--- config.mk ---
export PLATFORM = sky130hd
export DESIGN_NAME = bayer_bilinear_demosaic
export DESIGN_NICKNAME = d
export VERILOG_FILES = /design/src/hdl/bbd_pkg.sv /design/src/hdl/bayer_bilinear_demosaic.sv /design/src/hdl/bbd_fifo.sv /design/src/hdl/bbd_front.sv /design/src/hdl/bbd_back.sv
export SDC_FILE = /design/constraint.sdc
export NUM_CORES = 1
export LEC_CHECK = 0
export BUFFER_PORTS_ARGS = -buffer_cell sky130_fd_sc_hd__buf_4
export CAP_MARGIN = 20
export CORE_ASPECT_RATIO = 0.5
export CORE_MARGIN = 10
export CORE_UTILIZATION = 30
export DETAILED_ROUTE_END_ITERATION = 10
export PLACE_DENSITY_LB_ADDON = 0.1
export SLEW_MARGIN = 20
export SYNTH_ARGS = -nofsm -noshare
export SYNTH_HDL_FRONTEND = slang
export SYNTH_HIERARCHICAL = 1
export SYNTH_SLANG_ARGS = --single-unit
--- constraint.sdc ---
create_clock -name clk -period 5.2 [get_ports clk]
set_clock_uncertainty 0.2 [all_clocks]
set_input_delay 0.26 -clock clk [delete_from_list [all_inputs] [get_ports clk]]
set_output_delay 0.26 -clock clk [all_outputs]
set_load 0.005 [all_outputs]
--- src/hdl/bbd_pkg.sv ---
// Shared types and constants for the bilinear Bayer demosaic.
// No dependencies; imported by every module of the block.
`timescale 1ns / 1ps

package bbd_pkg;

	// Sample positions inside one packed column (upper in the low bits).
	localparam int ROW_UP = 0;
	localparam int ROW_CE = 1;
	localparam int ROW_LO = 2;
	localparam int ROWS   = 3;

	// Number of columns of the current line held in the window.
	typedef enum logic [1:0] {
		HELD_NONE = 2'd0,
		HELD_ONE  = 2'd1,
		HELD_TWO  = 2'd2
	} held_t;

	// Per-pixel flags carried with a job from front to back.
	typedef struct packed {
		logic rodd;   // centre row is odd
		logic codd;   // centre column is odd
		logic last;   // last pixel of the line
	} job_flags_t;

endpackage

--- src/hdl/bayer_bilinear_demosaic.sv ---
// Top level of the bilinear Bayer demosaic (BGGR phase, mirrored line ends).
// Depends on bbd_pkg, bbd_fifo, bbd_front and bbd_back.
//
//  channel   | handshake        | beat contents
//  ----------+------------------+-------------------------------------------------
//  columns   | push / full      | upper/centre/lower_sample, row_is_odd, line_end
//  pixels    | pop / empty      | red_out, green_out, blue_out, last_of_line
//
// One column beat is taken per clock while full is low. After a line_end column
// that follows another column of the same line, full rises and stays high while
// the front posts the extra mirrored pixel into the job queue.
// A pixel is registered in the job queue and then in the result queue on its way
// to the result side; the extra mirrored pixel of a line end trails behind it.
// Either side may stall: the job queue and the result queue absorb it, and full
// follows the job queue. Asynchronous reset clears window state and both queues.
`timescale 1ns / 1ps

module bayer_bilinear_demosaic
	import bbd_pkg::*;
#(
	parameter int SAMPLE_BITS = 8,
	parameter int JOB_DEPTH   = 4,
	parameter int OUT_DEPTH   = 2
) (
	input  logic                   clk,
	input  logic                   arst_n,
	input  logic                   push,
	output logic                   full,
	input  logic [SAMPLE_BITS-1:0] upper_sample,
	input  logic [SAMPLE_BITS-1:0] centre_sample,
	input  logic [SAMPLE_BITS-1:0] lower_sample,
	input  logic                   row_is_odd,
	input  logic                   line_end,
	input  logic                   pop,
	output logic                   empty,
	output logic [SAMPLE_BITS-1:0] red_out,
	output logic [SAMPLE_BITS-1:0] green_out,
	output logic [SAMPLE_BITS-1:0] blue_out,
	output logic                   last_of_line
);

	localparam int COL_W = ROWS * SAMPLE_BITS;
	localparam int JOB_W = 3 * COL_W + $bits(job_flags_t);

	// packed column: upper in the low bits, lower in the high bits
	logic [COL_W-1:0] col;
	assign col = {lower_sample, centre_sample, upper_sample};

	// front -> job queue
	logic             jq_push;
	logic             jq_full;
	logic [JOB_W-1:0] jq_wdata;

	// job queue -> back
	logic             jq_pop;
	logic             jq_empty;
	logic [JOB_W-1:0] jq_rdata;

	// Front: sliding window, left mirroring and line-end bookkeeping.
	bbd_front #(
		.SAMPLE_BITS(SAMPLE_BITS)
	) u_front (
		.clk       (clk),
		.arst_n    (arst_n),
		.push      (push),
		.full      (full),
		.col       (col),
		.row_is_odd(row_is_odd),
		.line_end  (line_end),
		.job_push  (jq_push),
		.job_full  (jq_full),
		.job_data  (jq_wdata)
	);

	// Decoupling queue: each job carries the three columns plus pixel flags.
	bbd_fifo #(
		.WIDTH(JOB_W),
		.DEPTH(JOB_DEPTH)
	) u_job_q (
		.clk   (clk),
		.arst_n(arst_n),
		.push  (jq_push),
		.full  (jq_full),
		.wdata (jq_wdata),
		.pop   (jq_pop),
		.empty (jq_empty),
		.rdata (jq_rdata)
	);

	// Back: interpolation and result queue.
	bbd_back #(
		.SAMPLE_BITS(SAMPLE_BITS),
		.OUT_DEPTH  (OUT_DEPTH)
	) u_back (
		.clk         (clk),
		.arst_n      (arst_n),
		.job_empty   (jq_empty),
		.job_pop     (jq_pop),
		.job_data    (jq_rdata),
		.pop         (pop),
		.empty       (empty),
		.red_out     (red_out),
		.green_out   (green_out),
		.blue_out    (blue_out),
		.last_of_line(last_of_line)
	);

endmodule

--- src/hdl/bbd_fifo.sv ---
// Small register queue with push/full and pop/empty handshakes.
// Depends on bbd_pkg only for house consistency (no types used beyond imports).
`timescale 1ns / 1ps

module bbd_fifo
	import bbd_pkg::*;
#(
	parameter int WIDTH = 8,
	parameter int DEPTH = 2
) (
	input  logic             clk,
	input  logic             arst_n,
	input  logic             push,
	output logic             full,
	input  logic [WIDTH-1:0] wdata,
	input  logic             pop,
	output logic             empty,
	output logic [WIDTH-1:0] rdata
);

	localparam int AW = (DEPTH > 1) ? $clog2(DEPTH) : 1;
	localparam int CW = $clog2(DEPTH + 1);

	logic [WIDTH-1:0] mem_q [DEPTH];
	logic [AW-1:0]    wr_ptr_q;
	logic [AW-1:0]    rd_ptr_q;
	logic [CW-1:0]    count_q;
	logic             do_push;
	logic             do_pop;

	assign full    = (count_q == CW'(DEPTH));
	assign empty   = (count_q == '0);
	assign do_push = push && !full;
	assign do_pop  = pop && !empty;
	assign rdata   = mem_q[rd_ptr_q];

	always_ff @(posedge clk) begin
		if (do_push) begin
			mem_q[wr_ptr_q] <= wdata;
		end
	end

	always_ff @(posedge clk or negedge arst_n) begin
		if (!arst_n) begin
			wr_ptr_q <= '0;
			rd_ptr_q <= '0;
			count_q  <= '0;
		end else begin
			if (do_push) begin
				wr_ptr_q <= (wr_ptr_q == AW'(DEPTH - 1)) ? '0 : wr_ptr_q + 1'b1;
			end
			if (do_pop) begin
				rd_ptr_q <= (rd_ptr_q == AW'(DEPTH - 1)) ? '0 : rd_ptr_q + 1'b1;
			end
			case ({do_push, do_pop})
				2'b10:   count_q <= count_q + 1'b1;
				2'b01:   count_q <= count_q - 1'b1;
				default: count_q <= count_q;
			endcase
		end
	end

	a_count_bound: assert property (@(posedge clk) disable iff (!arst_n)
		count_q <= CW'(DEPTH))
		else $error("fifo count beyond depth");

	a_count_up: assert property (@(posedge clk) disable iff (!arst_n)
		(do_push && !do_pop) |=> (count_q == $past(count_q) + 1'b1))
		else $error("fifo count did not grow on push");

	a_count_down: assert property (@(posedge clk) disable iff (!arst_n)
		(do_pop && !do_push) |=> (count_q == $past(count_q) - 1'b1))
		else $error("fifo count did not shrink on pop");

endmodule

--- src/hdl/bbd_front.sv ---
// Front end: accepts columns, keeps the three-column window and posts pixel jobs.
// Depends on bbd_pkg (held_t, job_flags_t).
`timescale 1ns / 1ps

module bbd_front
	import bbd_pkg::*;
#(
	parameter int SAMPLE_BITS = 8
) (
	input  logic                                     clk,
	input  logic                                     arst_n,
	input  logic                                     push,
	output logic                                     full,
	input  logic [ROWS*SAMPLE_BITS-1:0]              col,
	input  logic                                     row_is_odd,
	input  logic                                     line_end,
	output logic                                     job_push,
	input  logic                                     job_full,
	output logic [3*ROWS*SAMPLE_BITS+$bits(job_flags_t)-1:0] job_data
);

	localparam int COL_W = ROWS * SAMPLE_BITS;
	localparam int JOB_W = 3 * COL_W + $bits(job_flags_t);

	logic [COL_W-1:0] left_q;
	logic [COL_W-1:0] mid_q;
	held_t            held_q;
	logic             mid_codd_q;
	logic             mid_rodd_q;
	logic             pend_q;
	logic [JOB_W-1:0] pend_job_q;

	logic             accept;
	logic             now_valid;
	logic [COL_W-1:0] lc_sel;
	job_flags_t       now_flags;
	job_flags_t       pend_flags;
	logic [JOB_W-1:0] job_now;

	assign full   = pend_q || job_full;
	assign accept = push && !full;

	always_comb begin
		lc_sel     = (held_q == HELD_ONE) ? col : left_q;
		pend_flags = '{rodd: row_is_odd, codd: ~mid_codd_q, last: 1'b1};
		if (held_q == HELD_NONE) begin
			// lone column line: it is its own neighbor on both sides
			now_flags = '{rodd: row_is_odd, codd: 1'b0, last: 1'b1};
			job_now   = {now_flags, col, col, col};
			now_valid = accept && line_end;
		end else begin
			now_flags = '{rodd: mid_rodd_q, codd: mid_codd_q, last: 1'b0};
			job_now   = {now_flags, col, mid_q, lc_sel};
			now_valid = accept;
		end
		job_push = pend_q ? !job_full : now_valid;
		job_data = pend_q ? pend_job_q : job_now;
	end

	// mirrored right edge: the last column's right neighbor is its left one
	always_ff @(posedge clk) begin
		if (accept && line_end && held_q != HELD_NONE) begin
			pend_job_q <= {pend_flags, mid_q, col, mid_q};
		end
		if (accept && !(held_q == HELD_NONE && line_end)) begin
			mid_q <= col;
			if (held_q != HELD_NONE) begin
				left_q <= mid_q;
			end
		end
	end

	always_ff @(posedge clk or negedge arst_n) begin
		if (!arst_n) begin
			held_q     <= HELD_NONE;
			mid_codd_q <= 1'b0;
			mid_rodd_q <= 1'b0;
			pend_q     <= 1'b0;
		end else begin
			if (pend_q && !job_full) begin
				pend_q <= 1'b0;
			end
			if (accept) begin
				if (line_end) begin
					held_q     <= HELD_NONE;
					mid_codd_q <= 1'b0;
					mid_rodd_q <= 1'b0;
					pend_q     <= (held_q != HELD_NONE);
				end else if (held_q == HELD_NONE) begin
					held_q     <= HELD_ONE;
					mid_codd_q <= 1'b0;
					mid_rodd_q <= row_is_odd;
				end else begin
					held_q     <= HELD_TWO;
					mid_codd_q <= ~mid_codd_q;
					mid_rodd_q <= row_is_odd;
				end
			end
		end
	end

	a_pend_set: assert property (@(posedge clk) disable iff (!arst_n)
		(accept && line_end && held_q != HELD_NONE) |=> pend_q)
		else $error("line end pixel not queued");

	a_line_restart: assert property (@(posedge clk) disable iff (!arst_n)
		(accept && line_end) |=> (held_q == HELD_NONE && !mid_codd_q))
		else $error("window not cleared at line end");

	a_pend_blocks: assert property (@(posedge clk) disable iff (!arst_n)
		pend_q |-> !accept)
		else $error("column taken while line end pixel pending");

endmodule

--- src/hdl/bbd_back.sv ---
// Back end: takes pixel jobs, forms the bilinear RGB and queues the results.
// Depends on bbd_pkg (job_flags_t, row constants) and bbd_fifo.
`timescale 1ns / 1ps

module bbd_back
	import bbd_pkg::*;
#(
	parameter int SAMPLE_BITS = 8,
	parameter int OUT_DEPTH   = 2
) (
	input  logic                                             clk,
	input  logic                                             arst_n,
	input  logic                                             job_empty,
	output logic                                             job_pop,
	input  logic [3*ROWS*SAMPLE_BITS+$bits(job_flags_t)-1:0] job_data,
	input  logic                                             pop,
	output logic                                             empty,
	output logic [SAMPLE_BITS-1:0]                           red_out,
	output logic [SAMPLE_BITS-1:0]                           green_out,
	output logic [SAMPLE_BITS-1:0]                           blue_out,
	output logic                                             last_of_line
);

	localparam int SB    = SAMPLE_BITS;
	localparam int COL_W = ROWS * SB;
	localparam int RES_W = 3 * SB + 1;

	logic [COL_W-1:0] lc, mc, rc;
	job_flags_t       flags;
	logic [SB:0]      horiz2, vert2;
	logic [SB+1:0]    cross4, diag4;
	logic [SB-1:0]    r, g, b;
	logic             out_full;
	logic [RES_W-1:0] res_in, res_out;

	always_comb begin
		lc    = job_data[0 +: COL_W];
		mc    = job_data[COL_W +: COL_W];
		rc    = job_data[2*COL_W +: COL_W];
		flags = job_data[3*COL_W +: $bits(job_flags_t)];

		horiz2 = {1'b0, lc[ROW_CE*SB +: SB]} + {1'b0, rc[ROW_CE*SB +: SB]};
		vert2  = {1'b0, mc[ROW_UP*SB +: SB]} + {1'b0, mc[ROW_LO*SB +: SB]};
		cross4 = {1'b0, vert2} + {1'b0, horiz2};
		diag4  = {2'b00, lc[ROW_UP*SB +: SB]} + {2'b00, rc[ROW_UP*SB +: SB]}
		       + {2'b00, lc[ROW_LO*SB +: SB]} + {2'b00, rc[ROW_LO*SB +: SB]};

		case ({flags.rodd, flags.codd})
			2'b11: begin    // red site
				r = mc[ROW_CE*SB +: SB];
				g = cross4[SB+1:2];
				b = diag4[SB+1:2];
			end
			2'b00: begin    // blue site
				r = diag4[SB+1:2];
				g = cross4[SB+1:2];
				b = mc[ROW_CE*SB +: SB];
			end
			2'b01: begin    // green on a blue row
				g = mc[ROW_CE*SB +: SB];
				b = horiz2[SB:1];
				r = vert2[SB:1];
			end
			default: begin  // green on a red row
				g = mc[ROW_CE*SB +: SB];
				r = horiz2[SB:1];
				b = vert2[SB:1];
			end
		endcase
	end

	assign job_pop = !job_empty && !out_full;
	assign res_in  = {flags.last, b, g, r};

	bbd_fifo #(
		.WIDTH(RES_W),
		.DEPTH(OUT_DEPTH)
	) u_out_q (
		.clk   (clk),
		.arst_n(arst_n),
		.push  (job_pop),
		.full  (out_full),
		.wdata (res_in),
		.pop   (pop),
		.empty (empty),
		.rdata (res_out)
	);

	assign red_out      = res_out[0 +: SB];
	assign green_out    = res_out[SB +: SB];
	assign blue_out     = res_out[2*SB +: SB];
	assign last_of_line = res_out[3*SB];

endmodule
==> results_dict.tcl <==
set metrics [dict create \
    outcome "complete, no violations" \
    hold_class "primary input to register" \
    worstMarginPinSlew_ps 999 \
    yosysWarnings 6 \
    hold-path-endpoint "u_front/held_q[1]" \
    critPathArrivalTime_ps 4970 \
    crit_path_start_kind "register" \
    syn-mean-instance-area_sq_um 16.8 \
    root_buffer "clkbuf_16" \
    cp_max_fo 26 \
    numCtsBuffers 47 \
    rsz0062_at_grt "false" \
    wl_per_cell_um 21.9 \
    r2r_end "u_back/u_out_q/mem_q[1][14]" \
    die_area_sq_mm 0.0789 \
    syn_to_final_growth_pct 16.9 \
    synth_edf_count 448 \
    syn_inst 1202 \
    wl_met3_um 2020 \
    design_area_sq_mm 0.0237 \
    ff2ff_path_depth 17 \
    final_cell_mix "edfxtp_1 (448), inv_1 (94), o21ai_0 (91)" \
    drc 0 \
    grt_pass1_wl_um 73300 \
    die_w_um 387 \
    cts_tree "yes" \
    worst_ep_required_time_ps 5390 \
    whs_path_depth 3 \
    clockBufferDepth 3 \
    core_area_sq_mm 0.0669 \
    n_antenna_cell 0 \
    drt_first_pass_iters 5 \
    place_area_sq_mm 0.0218 \
    synthDistinctLibCells 70 \
    path_clk_slew_ps 60 \
    syn_nets 1293 \
    die_h_um 204 \
    port_buffers 56 \
    grt-ovfl-total 0 \
    h-tree-depth 2 \
    hold_viol 0 \
    antenna_found_initial 3 \
    critPathLaunch "u_job_q/rd_ptr_q[1]" \
    grt_util_all_layers_pct 12.4 \
    final_nets 1409 \
    synth_async_sr_flop_share_pct 3.45 \
    netlist_area_sq_mm 0.0203 \
    floorplan.initialDensity_pct 30.3 \
    via_per_inst 4.71 \
    antenna_left 0 \
    wl_met1_um 24200 \
    min_from "push" \
    clock_latency_ps 590 \
    synth_top_flop_cell "edfxtp_1" \
    clock_sinks 464 \
    setup_viol 0 \
    grt_start_max_net_pins 81 \
    post_cts_buffers 0 \
    fin_ws_ps 418 \
    rows 67 \
    tns_ps 0 \
    cap_violations 0 \
    grt_pass1_vias 10800 \
    ys_seq_area_share_pct 68.4 \
    drive_above_1_share_pct 21.6 \
    fmax_mhz 209 \
    period_minus_slack_ps 4780 \
    wirelength_um 49200 \
    rrSetupSlack_ps 420 \
    ys_seq_elements 464 \
    drtIter0Drc 622 \
    r2r_start "u_job_q/rd_ptr_q[1]" \
    place.gp.congestion 0.768 \
    drv_slew 0 \
    dr_total_vias 10600 \
    relSlewSlack_pct 33.2 \
    route.met2.wl_um 22100 \
    place_hpwl_um 33200 \
    mostFrequentLayoutCell "edfxtp_1" \
    fin_crit_sh_pct 92.0 \
    routed.top_layer "met4" \
    ioPinCount 57 \
    post-place-ws_ps 385 \
    crit_type "register to register" \
    endpoint_kind "register" \
]
critical path, stage by stage (launching register included):
cell	delay, ps
dfrtp_4	740
buf_4	290
buf_4	200
mux4_2	230
ha_1	170
inv_1	50
fa_1	390
nor2b_1	190
o31ai_2	90
buf_4	150
a21oi_1	320
xor2_1	290
ha_1	310
o21a_1	130
o21ai_0	150
o21ba_2	190
o21a_1	170
o31ai_1	290
what timing repair did:
item / 4_1_cts / 5_1_grt
hold buffers: 30 / 0
hold endpoints to repair: 128 / 0
gates resized for setup: 0 / 0
sequential cells by signal, summed over array words and instances, names as in the netlist:
signal and cells:
u_job_q/mem_q 300, u_back/u_out_q/mem_q 50, u_front/pend_job_q 50, u_front/left_q 24, u_front/mid_q 24, u_job_q/count_q 3
u_back/u_out_q/count_q 2, u_front/held_q 2, u_job_q/rd_ptr_q 2, u_job_q/wr_ptr_q 2, u_back/u_out_q/rd_ptr_q 1, u_back/u_out_q/wr_ptr_q 1
u_front/mid_codd_q 1, u_front/mid_rodd_q 1, u_front/pend_q 1
Yosys cell counts (9+ instances only):
master	number	share of area, %
clkbuf_1	16	0.30
buf_2	16	0.40
nand2_1	84	1.6
mux2i_1	53	2.6
nand2b_1	10	0.31
inv_1	94	1.7
mux2_4	21	1.6
buf_6	9	0.50
edfxtp_1	448	66
xnor2_1	11	0.48
a21oi_1	21	0.52
fa_1	19	1.9
xor2_1	11	0.48
o21ai_0	94	2.3
dfrtp_1	16	2.0
mux4_2	75	8.3
nor2_1	31	0.57
ha_1	42	2.6
mux2_2	11	0.61
metrics by stage:
stage / utilization, % / instances / hold slack, ps
floorplan: - / 1202 / -236
global placement: 32.6 / 2136 / -20.0
detailed placement: 32.6 / 2136 / -23.4
CTS: 35.4 / 2250 / 138
global route: 35.4 / 2250 / 182
finish: 35.4 / 2250 / 181
cells by family after synthesis:
logic type | synth area share (%)
buf+inv | 3.35
flops | 68.4
compound gates | 5.77
simple gates | 3.92
fa+ha+maj | 4.47
mux | 13.1
xor+xnor | 0.951
layer usage:
layer  track usage, %  vias up
met4             3.35        0
li1                 -     4860
met2             19.1      190
met3             2.15       65
met1             17.9     5491
met5                0        -
worst max path at each step:
stage          cells after the start                     endpoint
2_1_floorplan                     14   u_back/u_out_q/mem_q[0][7]
3_3_place_gp                      13   u_back/u_out_q/mem_q[1][4]
3_5_place_dp                      14  u_back/u_out_q/mem_q[0][14]
4_1_cts                           14  u_back/u_out_q/mem_q[1][14]
5_1_grt                           17  u_back/u_out_q/mem_q[1][14]
6_report                          17  u_back/u_out_q/mem_q[1][14]
area by class of cell:
cell class	instances	area, sq um
Clock buffer	58	1240
Clock inverter	26	277
Fill cell	6361	43200
Inverter	94	353
Multi-Input combinational cell	593	5750
Sequential cell	464	13900
Tap cell	897	1120
Timing Repair Buffer	118	1060
Power is left out: the tool's default activity adds up to more than one toggle a clock period on the data nets, which glitch-free logic cannot reach.
